### src/rtl/core/ed_pkg.sv
// Shared types and constants for the edit distance engine.
package ed_pkg;

	localparam int SYM_PORT_W  = 8;
	localparam int DIST_W      = 9;
	localparam int DIST_MAX    = 511;
	localparam int OUT_TDATA_W = 16;

	typedef enum logic [6:0] {
		ST_IDLE    = 7'b0000001,
		ST_INIT    = 7'b0000010,
		ST_ROW_RD  = 7'b0000100,
		ST_ROW     = 7'b0001000,
		ST_CELL_RD = 7'b0010000,
		ST_CELL    = 7'b0100000,
		ST_DONE    = 7'b1000000
	} ed_state_t;

	function automatic logic [DIST_W-1:0] ed_saturate(input logic [31:0] value);
		ed_saturate = (value > 32'(DIST_MAX)) ? DIST_W'(DIST_MAX) : value[DIST_W-1:0];
	endfunction

endpackage

### src/rtl/core/ed_min3.sv
// Shared cell unit: minimum of delete, insert and substitute costs.
module ed_min3
	import ed_pkg::*;
#(
	parameter int W = 9
) (
	input  logic [W-1:0] above,
	input  logic [W-1:0] left,
	input  logic [W-1:0] diag,
	input  logic         mismatch,
	output logic [W-1:0] cost
);

	logic [W:0] del_c;
	logic [W:0] ins_c;
	logic [W:0] sub_c;
	logic [W:0] t_c;
	logic [W:0] m_c;

	always_comb begin
		del_c = {1'b0, above} + (W+1)'(1);
		ins_c = {1'b0, left} + (W+1)'(1);
		sub_c = {1'b0, diag} + (W+1)'(mismatch);
		t_c   = (del_c < ins_c) ? del_c : ins_c;
		m_c   = (t_c < sub_c) ? t_c : sub_c;
		cost  = m_c[W-1:0];
	end

endmodule

### config.mk
export PLATFORM = sky130hd
export DESIGN_NAME = ed_min3
export DESIGN_NICKNAME = d
export VERILOG_FILES = /design/src/rtl/core/ed_pkg.sv /design/src/rtl/core/ed_min3.sv
export SDC_FILE = /design/constraint.sdc
export NUM_CORES = 1
export LEC_CHECK = 0
export BUFFER_PORTS_ARGS = -buffer_cell sky130_fd_sc_hd__buf_4
export CAP_MARGIN = 5
export CORE_ASPECT_RATIO = 0.9
export CORE_MARGIN = 2
export CORE_UTILIZATION = 30
export DETAILED_ROUTE_END_ITERATION = 12
export GPL_ROUTABILITY_DRIVEN = 1
export PLACE_DENSITY_LB_ADDON = 0.2
export SYNTH_ARGS = -nofsm -noshare
export SYNTH_HDL_FRONTEND = slang
export SYNTH_SLANG_ARGS = --single-unit
### constraint.sdc
create_clock -name vclk -period 15.6
set_clock_uncertainty 0.2 [all_clocks]
set_input_delay 2.34 -clock vclk [all_inputs]
set_output_delay 2.34 -clock vclk [all_outputs]
set_load 0.01 [all_outputs]
==> results of run 1 <==
layer usage:
metal | wire length [um] | share of wire (%)
met5 | 0 | 0
met4 | 12 | 0.46
met3 | 132 | 5.0
met2 | 1240 | 47
met1 | 1240 | 47
area by class of cell:
type | count | area (um^2) | area share (%)
inverters | 17 | 63.8 | 4.36
repair buffers | 37 | 278 | 19.0
well taps | 46 | 57.6 | 3.93
multi-input cells | 128 | 1070 | 72.8
Yosys cell counts (2+ instances only):
| master | count | area, um^2 |
|---|---|---|
| a21oi_1 | 3 | 15.0 |
| o21ai_0 | 3 | 15.0 |
| nor2_1 | 10 | 37.5 |
| nand4_2 | 2 | 25.0 |
| a21o_1 | 7 | 52.6 |
| nand2_1 | 9 | 33.8 |
| nand3b_1 | 2 | 15.0 |
| mux2i_1 | 7 | 70.1 |
| nand4_1 | 3 | 18.8 |
| ha_1 | 20 | 250 |
| and3_1 | 3 | 18.8 |
| nand3_1 | 12 | 60.1 |
| a31oi_1 | 2 | 12.5 |
| inv_1 | 17 | 63.8 |
| xnor2_1 | 10 | 87.6 |
| mux2_4 | 3 | 45.0 |
| mux2_1 | 3 | 33.8 |
| xor2_1 | 10 | 87.6 |
worst paths after layout:
| check | start | slack, ns | end | cells after the start |
|---|---|---|---|---|
| setup / recovery | above[0] | 6.14 | cost[2] | 24 |
| hold / removal | diag[8] | 4.92 | cost[8] | 4 |
power breakdown:
group          switching, W  internal (W)  leakage, nW
registers                 0             0            0
logic             0.0000331     0.0000345        0.752
clock network             0             0            0
stage by stage:
step	hold slack [ns]	util [%]	cells	total power [W]	setup slack, ns
floorplan	4.70	-	146	0.0000438	6.79
global placement	4.92	39.8	228	0.0000668	6.30
detailed placement	4.92	39.8	228	0.0000676	6.19
CTS	4.92	39.8	228	0.0000681	6.16
global route	4.97	39.8	228	0.0000751	5.79
finish	4.92	39.8	228	0.0000676	6.14
cells by family (layout without fill, tap and decap cells):
kind of cell	count (synthesis)	after routing	synth area share [%]
and+or+nand+nor	48	48	23.0
AOI/OAI and AO/OA	24	24	17.2
adders and majority gates	21	21	22.9
xor gates and xnor gates	20	20	15.4
buffers and inverters	18	54	6.06
muxes	15	15	15.3
critical path: stages:
cell,delay (ns)
buf_4,0.12
ha_1,0.18
nand3_1,0.16
nor3_1,0.25
xnor2_1,0.17
inv_1,0.06
ha_1,0.20
a21o_1,0.19
nand3b_1,0.17
o211a_4,0.26
a31oi_4,0.37
nor2_1,0.08
a21o_1,0.17
inv_1,0.06
ha_1,0.23
a21o_1,0.19
a21o_1,0.17
a21oi_1,0.13
nor2_1,0.05
a211oi_1,0.33
nand3b_1,0.17
o21ai_4,0.38
mux2_4,0.34
buf_4,0.14
==> impl_results.md, run 1 <==
* Met2 GRT Util at 21.3%
* Post-Route Setup TNS at 0 ns
* Met1 Use GR at 18.9%
* PostCTS Resize Cnt at 0
* Status: finished clean
* Die Area at 4290 um^2
* Gp weighted congestion at 0.933
* Routing usage on met3 at 1.27%
* Crit share post-route at 60.6%
* Startpoint Class: input pin
* # setup viols final at 0
* Mapped Cells at 146
* Largest net degree at the start of global routing at 13
* Fmax at 0.106 GHz
* Max capacitance violation total at 0
* RSZ-0062 raised after global routing: false
* Via Count at 1134
* Critical path data required time at 13.06 ns
* Clkbuf count at 0
* Starting DRT DRC Count at 32
* CP Max Fanout at 12
* Synth Warn # at 0
* # rows at 21
* Tot GR Track Use at 13.0%
* Sequential cell count at 0
* Cts-stage hold buffer count at 0
* Most common cell after layout, fill and taps aside: buf_4
* Buffer count from post-CTS setup fixing at 0
* Net Count, Synth at 194
* Final-report hold violation count at 0
* # port buffers at 37
* Avg Vias per Cell at 4.97
* Cell area after layout at 1470 um^2
* Fin nets at 232
* Grt total ovfl at 0
* Slew Viols, Final at 0
* Die width at 68.8 um
* Crit. End Element: primary output
* Initial antenna violation count at 0
* Boundary Pins at 37
* Register cell area after layout at 0 um^2
* Fillers at 379
* VDD IR-drop max at 0.0409 mV
* Synthesis-to-finish area growth at 29.1%
* Final antenna-violating net count at 0
* Leak Pwr at 0.752 nW
* Final HPWL DP at 2.35 mm
* Layout cell share with drive strength beyond 1 at 29.1%
* Top Usage Layer GRT: met2
* First-pass GRT wire length at 4.60 mm
* Syn Std Cell Area at 1130 um^2
* Syn Area/Cell at 7.77 um^2
* Initial Utilization at 30.9%
* DRC viols at 0
* Relative slew margins at 71.8%
* Power Dens Cells at 46.1 nW/um^2
* Sequential share of the synthesized area at 0%
* Number of global-route vias before repair at 1102
* Commonest cells after routing, fill and taps aside: buf_4, ha_1, inv_1
* Std-Cell Core Area at 3680 um^2
* CP Class: input pin to primary output
* Routed wire length at 2.62 mm
* Chip height at 62.4 um
* Placement Cell Area at 1470 um^2
* Hold/Removal Path Class: input pin to primary output
* Diodes inserted at 0
* Post-synthesis cell type count at 38
* Worst slew pin tran at 0.423 ns
* Min cycle time layout at 9.46 ns
* Crit path DAT at 6.92 ns
* First-pass DRT Iterations at 4
* DR WL/cell at 11.5 um
(Power assumes the default switching activity.)
==> run 2: changes to the inputs <==
Settings changed: ABC_AREA set to 1.
Clock period 15.6 ns to 9.35 ns, I/O delays scaled along.
==> run 2 against run 1 <==
Core utilization is 0.42 points lower. Combinational power is 85% higher. Die area is 13% higher. Non-clock buffer count stayed put. Area after synthesis is 14% higher. Global-route usage is 0.14 points higher. Cell count is 28% higher. Largest cell class unchanged. Cell area is 10% higher. Power is 85% higher.
==> impl_results.md, run 2 <==
* Status: finished clean
* # setup viols final at 0
* Register cell area after layout at 0 um^2
* Die Area at 4840 um^2
* Mapped Cells at 208
* Routed wire length at 3.01 mm
* Clkbuf count at 0
* Post-Route Setup TNS at 0 ns
* Slowest-stage cell, CP: a2111oi_4
* Hold/Removal Path Class: input pin to primary output
* Std-Cell Core Area at 4100 um^2
* Largest net degree at the start of global routing at 13
* Sequential cell count at 0
* Setup WS pre-CTS at 2.76 ns
* CP Class: input pin to primary output
* Cts-stage hold buffer count at 0
* VDD IR-drop max at 0.0271 mV
* Top cell by count, worst path: nand2_1
* Boundary Pins at 37
* Synthesis-to-finish area growth at 25.3%
* Critical path data required time at 7.75 ns
* Net Count, Synth at 256
* Most common cell after layout, fill and taps aside: nand2_1
* Final HPWL DP at 2.74 mm
* Worst slew pin tran at 0.789 ns
* Commonest cells after routing, fill and taps aside: nand2_1, buf_4, inv_1
* Fin nets at 294
* Chip height at 66.2 um
* Fmax at 0.151 GHz
* Area leader, netlist: ha_1
* Grt total ovfl at 0
* Synth cell count leaders: nand2_1, inv_1, ha_1, nand2_2, nand3_1
* Syn Area/Cell at 6.20 um^2
* Via Count at 1361
* # rows at 22
* Top-area cell type share of the netlist area at 19.4%
* Syn Std Cell Area at 1290 um^2
* DRC viols at 0
* Post-synthesis cell type count at 26
* Synth Warn # at 0
* Relative slew margins at 47.4%
* Avg Vias per Cell at 4.66
* DR WL/cell at 10.3 um
* First-pass DRT Iterations at 4
* Final-report hold violation count at 0
* Startpoint Class: input pin
* Tot GR Track Use at 13.1%
* Leak Pwr at 0.866 nW
* Max capacitance violation total at 0
* Number of global-route vias before repair at 1310
* Min cycle time layout at 6.61 ns
* Gp weighted congestion at 0.825
* Initial antenna violation count at 0
* Die width at 73.1 um
* First-pass GRT wire length at 5.38 mm
* Diodes inserted at 0
* Layout cell share with drive strength beyond 1 at 29.5%
* Starting DRT DRC Count at 53
* Sequential share of the synthesized area at 0%
* Crit path DAT at 5.01 ns
* CP peak stage delay at 0.63 ns
* Top-count cell post-synth: nand2_1
* Synth top area cells: ha_1, nand2_1, nand2_2, xor2_1, nand3_1
* RSZ-0062 raised after global routing: false
* CP Max Fanout at 12
* Setup WS post-layout at 2.74 ns
* Crit share post-route at 70.7%
* Final antenna-violating net count at 0
* # port buffers at 37
* Buffer count from post-CTS setup fixing at 0
* Initial Utilization at 31.5%
* Slew Viols, Final at 0
* Crit. End Element: primary output
* PostCTS Resize Cnt at 0
* Power Dens Cells at 77.3 nW/um^2
==> run 2: worst max-delay path, delay by kind of cell <==
kind,cells,cell delay [ns]
AND/OR/NAND/NOR,12,1.13
AO/OA/AOI/OAI,4,1.02
adder cells (fa/ha/maj),3,0.71
buffers and inverters,5,0.52
XOR/XNOR,1,0.22
==> run 2: logic make-up (layout without fill, tap and decap cells) <==
| logic type | Yosys count | count (layout) | synth area share (%) |
|---|---|---|---|
| compound gates | 25 | 25 | 13.0 |
| xor+xnor | 15 | 15 | 10.2 |
| fa+ha+maj | 20 | 20 | 19.4 |
| buf+inv | 29 | 65 | 9.02 |
| simple gates | 119 | 119 | 48.4 |
==> run 2: path summary, 6_finish.rpt <==
| path | end | startpoint | cells past startpoint |
|---|---|---|---|
| worst min-delay path | cost[2] | diag[2] | 5 |
| worst max-delay path | cost[0] | above[0] | 25 |
==> run 2: layer usage <==
layer,GRT usage (%),vias up,part of all wire (%)
li1,-,758,-
met3,0,2,2.7
met2,22.3,25,45
met1,19.3,576,52
met4,0.694,0,0.56
met5,0,-,0
==> run 2: power by group <==
part | switching, W | internal, W
Sequential | 0 | 0
Combinational | 0.0000695 | 0.0000554
Clock | 0 | 0
Total | 0.0000695 | 0.0000554
==> run 2: through the flow <==
step	hold slack (ns)	total power [W]	cell area [um^2]	utilization, %	std cells
floorplan	2.80	0.0000829	1290	-	208
global placement	3.03	0.000126	1620	39.4	292
CTS	3.03	0.000127	1620	39.4	292
detailed placement	3.03	0.000126	1620	39.4	292
global route	3.05	0.000143	1620	39.4	292
finish	3.02	0.000125	1620	39.4	292
==> run 2: layout make-up <==
class / instances / area (um^2)
Fill cell: 462 / 2480
Inverter: 28 / 105
Multi-Input combinational cell: 179 / 1170
Tap cell: 48 / 60.1
Timing Repair Buffer: 37 / 278
==> run 3: changes to the inputs <==
Clock period 9.35 ns to 6.6 ns, I/O delays scaled along.
==> run 3 against run 2 <==
Critical path depth fell by 2. Largest power group unchanged. Non-clock buffer count stayed put. Global-route usage barely moved.
==> impl_results.md, run 3 (synthesized netlist as in run 2, its figures left out) <==
* Buffer count from post-CTS setup fixing at 0
* Crit share post-route at 87.3%
* Routed wire length at 2.93 mm
* CP Class: input pin to primary output
* Cts-stage hold buffer count at 0
* Power Dens Cells at 109 nW/um^2
* Sequential cell count at 0
* Setup WS post-layout at 0.836 ns
* Setup WS pre-CTS at 0.836 ns
* Clkbuf count at 0
* Register cell area after layout at 0 um^2
* Layout cell share with drive strength beyond 1 at 29.5%
* Leak Pwr at 0.866 nW
* Max capacitance violation total at 0
* Die Area at 4840 um^2
* # setup viols final at 0
* RSZ-0062 raised after global routing: false
* Startpoint of the worst hold path: diag[2]
* Worst hold stages at 5
* Post-Route Setup TNS at 0 ns
* Uppermost layer routed: met3
* Crit. End Element: primary output
* Gp weighted congestion at 0.821
* Grt total ovfl at 0
* Fillers at 448
* Final antenna-violating net count at 0
* Diodes inserted at 0
* Met3 WL at 80 um
* Worst slew pin tran at 0.796 ns
* Startpoint Class: input pin
* Chip height at 66.2 um
* First-pass GRT wire length at 5.35 mm
* Slew Viols, Final at 0
* Sequential fraction of design power at 0%
* Boundary Pins at 37
* CP Max Fanout at 10
* Number of global-route vias before repair at 1268
* Initial antenna violation count at 0
* P_int at 0.0000787 W
* Final HPWL DP at 2.71 mm
* Most common cell after layout, fill and taps aside: nand2_1
* Largest net degree at the start of global routing at 13
* Avg Vias per Cell at 4.53
* Fmax at 0.174 GHz
* Status: finished clean
* Critical path data required time at 5.41 ns
* Logic pwr share at 100.0%
* Via Count at 1324
* PostCTS Resize Cnt at 0
* WL met2 at 1.33 mm
* Die width at 73.1 um
* Fin nets at 294
* Hold EP: cost[2]
* DR WL/cell at 10.0 um
* Starting DRT DRC Count at 59
* Switching pwr at 0.0000981 W
* Synthesis-to-finish area growth at 25.3%
* VDD IR-drop max at 0.0446 mV
* Layout Utilization at 39.4%
* DRT met1 WL at 1.52 mm
* Switching share of power at 55.5%
* Commonest cells after routing, fill and taps aside: nand2_1, buf_4, inv_1
* Hold/Removal Path Class: input pin to primary output
* Final-report hold violation count at 0
* First-pass DRT Iterations at 4
* # rows at 22
* Min cycle time layout at 5.76 ns
* Crit path DAT at 4.57 ns
* Std-Cell Core Area at 4100 um^2
* # port buffers at 37
* Tot GR Track Use at 13.1%
* Relative slew margins at 46.9%
* Initial Utilization at 31.5%
* DRC viols at 0
* Multi-input logic area at 1170 um^2
* Clock power frac at 0%
-- run 3: cell counts in the layout (fill, tap and decap cells not counted) --
No cell type changed its count.
-- run 3: layout make-up --
cell class	instances	share of cell area (%)
multi-input combinational	179	72.6
timing repair buffer	37	17.2
inverter	28	6.50
tap	48	3.72
-- run 3: how the worst max path moves through the flow --
| stage | startpoint | end | slack (ns) |
|---|---|---|---|
| 4_1_cts | above[0] | cost[6] | 0.83 |
| 3_5_place_dp | above[0] | cost[3] | 0.84 |
| 6_report | above[0] | cost[6] | 0.84 |
| 2_1_floorplan | above[0] | cost[0] | 1.36 |
| 3_3_place_gp | above[0] | cost[0] | 0.88 |
| 5_1_grt | above[0] | cost[5] | 0.41 |
-- run 3: power groups by stage --
stage	registers (W)	clock network [W]	logic, W
final	0	0	0.000177
after global routing	0	0	0.000203
after CTS	0	0	0.000180
after detailed placement	0	0	0.000179
after global placement	0	0	0.000179
after floorplan	0	0	0.000117
-- run 3: routing by layer --
layer	vias to the layer above	GRT usage [%]
met1	555	19.7
met2	13	21.8
li1	756	-
met5	-	0
met4	0	0
met3	0	0.457
-- run 3: critical path, cell delays in order --
cell and delay, ns:
buf_4 0.09, ha_1 0.17, nand2_1 0.09, nor2_1 0.14, inv_1 0.07, nor3_1 0.17, xor2_1 0.22, ha_1 0.26
nand2_1 0.10, inv_1 0.05, nand2_1 0.07, nor2_2 0.04, nand2_2 0.08, nand2_4 0.08, o21ai_0 0.28, ha_1 0.30
a21oi_1 0.14, nor2_1 0.08, a2111oi_4 0.70, nand2_8 0.15, nand2_2 0.08, nand2_1 0.06, buf_4 0.14
-- run 3: metrics by stage --
stage / hold WS, ns / cell area [um^2] / total power, W / instances
finish: 2.19 / 1620 / 0.000177 / 292
detailed placement: 2.20 / 1620 / 0.000179 / 292
floorplan: 1.98 / 1290 / 0.000117 / 208
global placement: 2.20 / 1620 / 0.000179 / 292
global route: 2.24 / 1620 / 0.000203 / 292
CTS: 2.20 / 1620 / 0.000180 / 292
